[config.mk]
export PLATFORM = sky130hd
export DESIGN_NAME = sequence_receive_window_flat
export DESIGN_NICKNAME = d
export VERILOG_FILES = /design/src/design/srw_pkg.sv /design/src/design/srw_if.sv /design/src/design/sequence_receive_window.sv /design/src/flat_wrapper.sv
export SDC_FILE = /design/constraint.sdc
export NUM_CORES = 1
export LEC_CHECK = 0
export BUFFER_PORTS_ARGS = -buffer_cell sky130_fd_sc_hd__buf_2
export CORE_MARGIN = 2
export CORE_UTILIZATION = 65
export DETAILED_ROUTE_END_ITERATION = 6
export GPL_TIMING_DRIVEN = 0
export PLACE_DENSITY = 0.82
export SKIP_CTS_REPAIR_TIMING = 1
export SYNTH_ARGS = -nofsm -noshare
export SYNTH_HDL_FRONTEND = slang
export SYNTH_SLANG_ARGS = --single-unit
[constraint.sdc]
create_clock -name clk_i -period 4.61 [get_ports clk_i]
set_input_delay 0.2305 -clock clk_i [delete_from_list [all_inputs] [get_ports clk_i]]
set_output_delay 0.2305 -clock clk_i [all_outputs]
set_load 0.02 [all_outputs]
[src/design/srw_pkg.sv]
`default_nettype none
package srw_pkg;

  localparam int unsigned SeqInW = 16;
  localparam int unsigned ExtW   = 32;

  typedef logic [SeqInW-1:0] seq_in_t;

endpackage
`default_nettype wire

[src/design/srw_if.sv]
`default_nettype none
interface srw_seq_if
  import srw_pkg::*;
();
  logic    valid;
  logic    ready;
  seq_in_t seq_number;

  modport source (output valid, output seq_number, input ready);
  modport sink   (input valid, input seq_number, output ready);
endinterface

interface srw_result_if
  import srw_pkg::*;
();
  logic valid;
  logic ready;
  logic accepted;

  modport source (output valid, output accepted, input ready);
  modport sink   (input valid, input accepted, output ready);
endinterface
`default_nettype wire

[src/design/sequence_receive_window.sv]
// steps: accept, check, then an optional jump and up to about WINDOW_BITS single-place
// advances of the expected number, one place per cycle, then the result word is loaded
// once the output is free; a stale number goes from the check straight to the result
// throughput: one word at a time; the input is not ready until the result is loaded
// reset: asynchronous, clears the expected number, the received map and the control state
`default_nettype none
module sequence_receive_window
  import srw_pkg::*;
#(
  parameter int unsigned WINDOW_BITS = 32,
  parameter int unsigned SEQ_BITS    = 16
) (
  input  wire logic   clk_i,
  input  wire logic   rst_ni,
  srw_seq_if.sink     in_i,
  srw_result_if.source out_o
);

  localparam int unsigned IdxW = $clog2(WINDOW_BITS);

  localparam logic [SEQ_BITS-1:0] WinSeq    = SEQ_BITS'(WINDOW_BITS);
  localparam logic [SEQ_BITS-1:0] WinM1Seq  = SEQ_BITS'(WINDOW_BITS - 1);
  localparam logic [SEQ_BITS-1:0] TwoWinSeq = SEQ_BITS'(2 * WINDOW_BITS);
  localparam logic [SEQ_BITS-1:0] OneSeq    = SEQ_BITS'(1);
  localparam logic [SEQ_BITS-1:0] ZeroSeq   = '0;

  localparam logic [2:0] S_IDLE   = 3'd0;
  localparam logic [2:0] S_CHECK  = 3'd1;
  localparam logic [2:0] S_JUMP   = 3'd2;
  localparam logic [2:0] S_SLIDE  = 3'd3;
  localparam logic [2:0] S_DECIDE = 3'd4;
  localparam logic [2:0] S_ADV    = 3'd5;
  localparam logic [2:0] S_FINISH = 3'd6;

  logic [2:0]             state_q, state_d;
  logic [SEQ_BITS-1:0]    exp_q, exp_d;
  logic [WINDOW_BITS-1:0] map_q, map_d;
  logic [SEQ_BITS-1:0]    seq_q, seq_d;
  logic [SEQ_BITS-1:0]    off_q, off_d;
  logic                   acc_q, acc_d;
  logic                   out_valid_q, out_valid_d;
  logic                   out_acc_q, out_acc_d;

  logic [ExtW-1:0]        seq_ext;
  logic [SEQ_BITS-1:0]    diff;
  logic [SEQ_BITS-1:0]    off_now;
  logic [SEQ_BITS-1:0]    jump;
  logic [IdxW-1:0]        off_idx;
  logic                   stale;
  logic                   out_free;

  assign seq_ext  = ExtW'(in_i.seq_number);
  assign diff     = exp_q - seq_q;
  assign off_now  = seq_q - exp_q;
  assign jump     = off_q - WinM1Seq;
  assign off_idx  = off_q[IdxW-1:0];
  assign stale    = (seq_q < exp_q) && (diff <= TwoWinSeq);
  assign out_free = !out_valid_q || out_o.ready;

  assign in_i.ready     = (state_q == S_IDLE);
  assign out_o.valid    = out_valid_q;
  assign out_o.accepted = out_acc_q;

  always_comb begin
    state_d     = state_q;
    exp_d       = exp_q;
    map_d       = map_q;
    seq_d       = seq_q;
    off_d       = off_q;
    acc_d       = acc_q;
    out_valid_d = out_valid_q;
    out_acc_d   = out_acc_q;

    if (out_valid_q && out_o.ready) begin
      out_valid_d = 1'b0;
    end

    case (state_q)
      S_IDLE: begin
        if (in_i.valid) begin
          seq_d   = seq_ext[SEQ_BITS-1:0];
          state_d = S_CHECK;
        end
      end
      S_CHECK: begin
        off_d = off_now;
        if (stale) begin
          acc_d   = 1'b0;
          state_d = S_FINISH;
        end else if (off_now >= WinSeq) begin
          state_d = S_JUMP;
        end else begin
          state_d = S_DECIDE;
        end
      end
      S_JUMP: begin
        // window jumps so the incoming number lands on the last map position
        if (jump >= WinSeq) begin
          map_d = '0;
        end else begin
          map_d = map_q >> jump;
        end
        exp_d   = exp_q + jump;
        off_d   = WinM1Seq;
        state_d = S_SLIDE;
      end
      S_SLIDE: begin
        if ((off_q != ZeroSeq) && map_q[0]) begin
          exp_d = exp_q + OneSeq;
          map_d = map_q >> 1;
          off_d = off_q - OneSeq;
        end else begin
          state_d = S_DECIDE;
        end
      end
      S_DECIDE: begin
        if (off_q == ZeroSeq) begin
          if (!map_q[0]) begin
            exp_d   = exp_q + OneSeq;
            map_d   = map_q >> 1;
            acc_d   = 1'b1;
            state_d = S_ADV;
          end else begin
            // already marked when the slide reached it
            acc_d   = 1'b0;
            state_d = S_FINISH;
          end
        end else begin
          if (!map_q[off_idx]) begin
            map_d[off_idx] = 1'b1;
            acc_d          = 1'b1;
          end else begin
            acc_d = 1'b0;
          end
          state_d = S_FINISH;
        end
      end
      S_ADV: begin
        // skip past contiguously received entries
        if (map_q[0]) begin
          exp_d = exp_q + OneSeq;
          map_d = map_q >> 1;
        end else begin
          state_d = S_FINISH;
        end
      end
      S_FINISH: begin
        if (out_free) begin
          out_valid_d = 1'b1;
          out_acc_d   = acc_q;
          state_d     = S_IDLE;
        end
      end
      default: begin
        state_d = S_IDLE;
      end
    endcase
  end

  always_ff @(posedge clk_i or negedge rst_ni) begin
    if (!rst_ni) begin
      state_q     <= S_IDLE;
      exp_q       <= '0;
      map_q       <= '0;
      out_valid_q <= 1'b0;
    end else begin
      state_q     <= state_d;
      exp_q       <= exp_d;
      map_q       <= map_d;
      out_valid_q <= out_valid_d;
    end
  end

  always_ff @(posedge clk_i) begin
    seq_q     <= seq_d;
    off_q     <= off_d;
    acc_q     <= acc_d;
    out_acc_q <= out_acc_d;
  end

endmodule
`default_nettype wire

[src/flat_wrapper.sv]
// flat-port wrapper written by rule: the top's interface ports become plain ports
module sequence_receive_window_flat import srw_pkg::*;
#(
  parameter int unsigned WINDOW_BITS = 32,
  parameter int unsigned SEQ_BITS    = 16
)
  (clk_i, rst_ni, in_i_valid, in_i_seq_number, in_i_ready, out_o_valid, out_o_accepted, out_o_ready);
  srw_seq_if in_i_i ();
  srw_result_if out_o_i ();
  input  wire logic clk_i;
  input  wire logic rst_ni;
  input wire logic [$bits(in_i_i.valid)-1:0] in_i_valid;
  input wire logic [$bits(in_i_i.seq_number)-1:0] in_i_seq_number;
  output wire logic [$bits(in_i_i.ready)-1:0] in_i_ready;
  output wire logic [$bits(out_o_i.valid)-1:0] out_o_valid;
  output wire logic [$bits(out_o_i.accepted)-1:0] out_o_accepted;
  input wire logic [$bits(out_o_i.ready)-1:0] out_o_ready;
  assign in_i_i.valid = in_i_valid;
  assign in_i_i.seq_number = in_i_seq_number;
  assign in_i_ready = in_i_i.ready;
  assign out_o_valid = out_o_i.valid;
  assign out_o_accepted = out_o_i.accepted;
  assign out_o_i.ready = out_o_ready;
  sequence_receive_window #(.WINDOW_BITS(WINDOW_BITS), .SEQ_BITS(SEQ_BITS)) u_core (.clk_i(clk_i), .rst_ni(rst_ni), .in_i(in_i_i), .out_o(out_o_i));
endmodule
==> run summary <==
For the largest buffer count on any clock path, the log shows 2. The met2 track demand over resource in global routing is 0.578. The logs give 0.423 for the overall global routing resource usage and 0.166 for the met3 layer usage reported by global route. The run gives 0 as the final max-slew violation count.

The worst path arrival time is 4.75 ns. Between clock sinks in the finished design, the worst skew comes to 0.0173 ns. The diode insertion count for antenna repair came out at 0. For this run, the number of standard cells in the final layout without fillers is 1309. The first global-routing pass estimated 47100 um of wire. Max capacitance violation total: 0. For this run, the post-layout net count is 1200.

For the met1 track demand over resource in global routing, the log shows 0.603. In this run the standard cell core region covers 13300 um2. The run gives 0.725 as the final core utilization.

After clock tree synthesis, the clock-pin slew on the worst setup and hold paths is 0.08 ns. The row count came out at 42. The routed length per instance works out to 23.3 um. Type of destination of the critical path: a flop.

The overall die area came out at 14700 um2. The fraction of final layout cells with drive strength greater than 1 was 0.121. In this run, synthesis inferred 34 flip-flops with an integrated enable.

The first routing iteration left 1594 violations. The HPWL after detailed placement is 22700 um. The post-synthesis to final-layout area growth works out to 8.01%. Flip-flop cell with the highest count after synthesis: dfrtp_1.

The final layout contains routed wiring with a total length of 30500 um. Setup slack on the worst reg-to-reg path comes out at 0.11 ns. The gate count after technology mapping is 1093, and the netlist area before placement is 8960 um2. The required time of the worst setup path was 4.86 ns; the number of global-route vias before repair was 8498. Summed over all layers, the global routing overflow is 0. The number of warning messages in the yosys log is 0, and the synthesis-stage register bit count is 86. The tools report the CTS buffer count as 9. The number of nets produced by synthesis was 1165; the final critical-path required period was 4.50 ns.

The iteration count of the initial detailed-routing pass is 7. In this run the clock root is driven by a clkbuf_16. Leaving out fill and tap cells, the most frequent cells in the layout are nand2_1 (125), a21oi_1 (94), nor2_1 (92), o21ai_0 (54), dfrtp_1 (52). The width of the die works out to 121 um.

The clock latency at the later pin of the worst-skew pair was 0.37 ns. The number of placed instances, taps included, is 1292. The via count was 9320; the number of H-tree levels was 3. For the number of antenna violations at the first check in global routing, the log shows 0. In the final layout, flip-flops and latches occupy 2320 um2.

Type of the tightest min-delay check: primary input to flop. Final critical-path share of the clock period: 0.977. Counting the fill cells in the layout gives 1040.

The count of buffers inserted at the top-level ports came out at 22. The flow ran to the end, and the final reports show no timing, DRC or antenna violations. For this design, the sink count on the clock tree is 86.

For the highest attainable clock frequency, the log shows 222 MHz. The maximum number of pins on one net before global-route repair was 53; the number of remaining DRC errors was 0. Portion of the post-synthesis area used by sequential elements: 0.259. Setup total negative slack on the finished layout was measured at 0 ns. After detailed routing, the number of vias per cell comes to 7.12.

The actual transition at the worst max-transition pin works out to 1.10 ns. The final worst setup slack was 0.105 ns. The final weighted congestion in routability-driven placement was 1.03. The busiest metal layer after global routing is met1. Measured along the y axis, the die boundary spans 121 um.

Of all nets on the critical path, the largest fanout is 11. The run gives 78 as the count of different cell masters after synthesis. The tools report the starting density of the core as 0.671.

Most frequent standard cell in the layout excluding fill and tap cells: nand2_1. The type of the worst setup path was flop to flop. The relative slew slack was 0.268. The placement-stage worst setup slack came out at -1.12 ns. TritonCTS built the clock tree. STA classifies the critical path startpoint as a flop. The share of async-settable or async-resettable flops after synthesis was 0.605.

Setup violations remaining at the end of the flow were counted as 0. The combined area of the multi-input logic cells was 6070 um2; the remaining antenna violation count was 0. The average cell area after synthesis was 8.20 um2. For the total count of hold-check failures in the final report, the log shows 0. The tools report the number of top-level pins as 23.
-- final timing paths --
path,start,endpoint,depth (start not counted)
max,u_core.off_q[0]$_DFFE_PP_,u_core.map_q[1]$_DFFE_PN0P_,15
min,in_i_seq_number[11],u_core.seq_q[11]$_DFFE_PP_,1
max reg2reg,u_core.off_q[0]$_DFFE_PP_,u_core.map_q[1]$_DFFE_PN0P_,15
min reg2reg,u_core.acc_q$_SDFFCE_PN0P_,u_core.out_o.accepted$_DFFE_PP_,0
max in group asynchronous,rst_ni,u_core.exp_q[9]$_DFFE_PN0P_,2
min in group asynchronous,rst_ni,u_core.exp_q[14]$_DFFE_PN0P_,2
-- flip-flops by register name, indices dropped and copies added (netlist names) --
register / count
u_core.state_q: 3
u_core.seq_q: 16
u_core.out_o.valid: 1
u_core.out_o.accepted: 1
u_core.map_q: 32
u_core.off_q: 16
u_core.acc_q: 1
u_core.exp_q: 16
-- per-layer routing --
| layer | up-vias | share of wire |
|---|---|---|
| li1 | 4074 | - |
| met1 | 4352 | 0.40 |
| met2 | 763 | 0.40 |
| met3 | 129 | 0.16 |
| met4 | 2 | 0.038 |
| met5 | - | 0.0025 |
-- metrics by stage --
step                hold slack, ns  area [um2]
global placement             0.407        9290
global route                0.0375        9680
floorplan                  -0.0651        8960
detailed placement           0.409        9310
finish                      0.0369        9680
CTS                         0.0382        9610
-- Yosys cell counts, drive strengths merged (5+ instances only) --
| cell type | n | area, um2 |
|---|---|---|
| nor3 | 29 | 168 |
| mux4 | 28 | 631 |
| a221oi | 9 | 85.1 |
| ha | 50 | 626 |
| o211ai | 14 | 105 |
| and2 | 8 | 50.1 |
| nand3 | 27 | 135 |
| o22ai | 12 | 75.1 |
| nand2b | 11 | 68.8 |
| or4 | 5 | 45.0 |
| nor2b | 15 | 93.8 |
| nor2 | 92 | 345 |
| a211oi | 17 | 128 |
| nor4 | 7 | 43.8 |
| nand4 | 9 | 56.3 |
| dfrtp | 52 | 1300 |
| nand2 | 128 | 498 |
| and3 | 10 | 62.6 |
| o21ai | 84 | 428 |
| a21oi | 95 | 475 |
| buf | 40 | 255 |
| edfxtp | 34 | 1020 |
| or3 | 12 | 75.1 |
| o21a | 14 | 105 |
| inv | 48 | 180 |
| xnor2 | 40 | 350 |
| xor2 | 17 | 149 |
| a31oi | 22 | 138 |
| a21o | 15 | 113 |
| mux2i | 31 | 310 |
| clkbuf | 45 | 170 |
-- logic make-up (layout without fill, tap and decap cells) --
family | after synthesis | count (layout) | share of synthesized area
muxes | 63 | 63 | 0.110
xor gates and xnor gates | 57 | 57 | 0.0557
DFF | 86 | 86 | 0.259
adders and majority gates | 52 | 52 | 0.0743
buffers and inverters | 133 | 173 | 0.0676
and+or+nand+nor | 371 | 371 | 0.199
AOI/OAI and AO/OA | 331 | 331 | 0.234
-- worst max-delay path: stages (launching register included) --
cell and delay (ns):
edfxtp_1 0.39, buf_4 0.23, buf_6 0.21, inv_1 0.11, buf_2 0.24, ha_1 0.32, buf_2 0.21, buf_2 0.36
clkbuf_2 0.39, nor2_1 0.07, a22oi_1 0.44, a21oi_1 0.33, o211ai_1 0.62, o221ai_1 0.19, a21oi_1 0.17, o21ai_1 0.07
-- layout make-up --
cell class | count | share of cell area
Buffer | 85 | 0.0470
Tap cell | 176 | 0.0227
Multi-Input combinational cell | 874 | 0.627
Clock buffer | 9 | 0.0233
Inverter | 48 | 0.0186
Sequential cell | 86 | 0.240
Clock inverter | 7 | 0.00750
Timing Repair Buffer | 24 | 0.0138
Power is not shown: default switching activity piles up to over one toggle a cycle in this logic, so the estimate is an artifact.
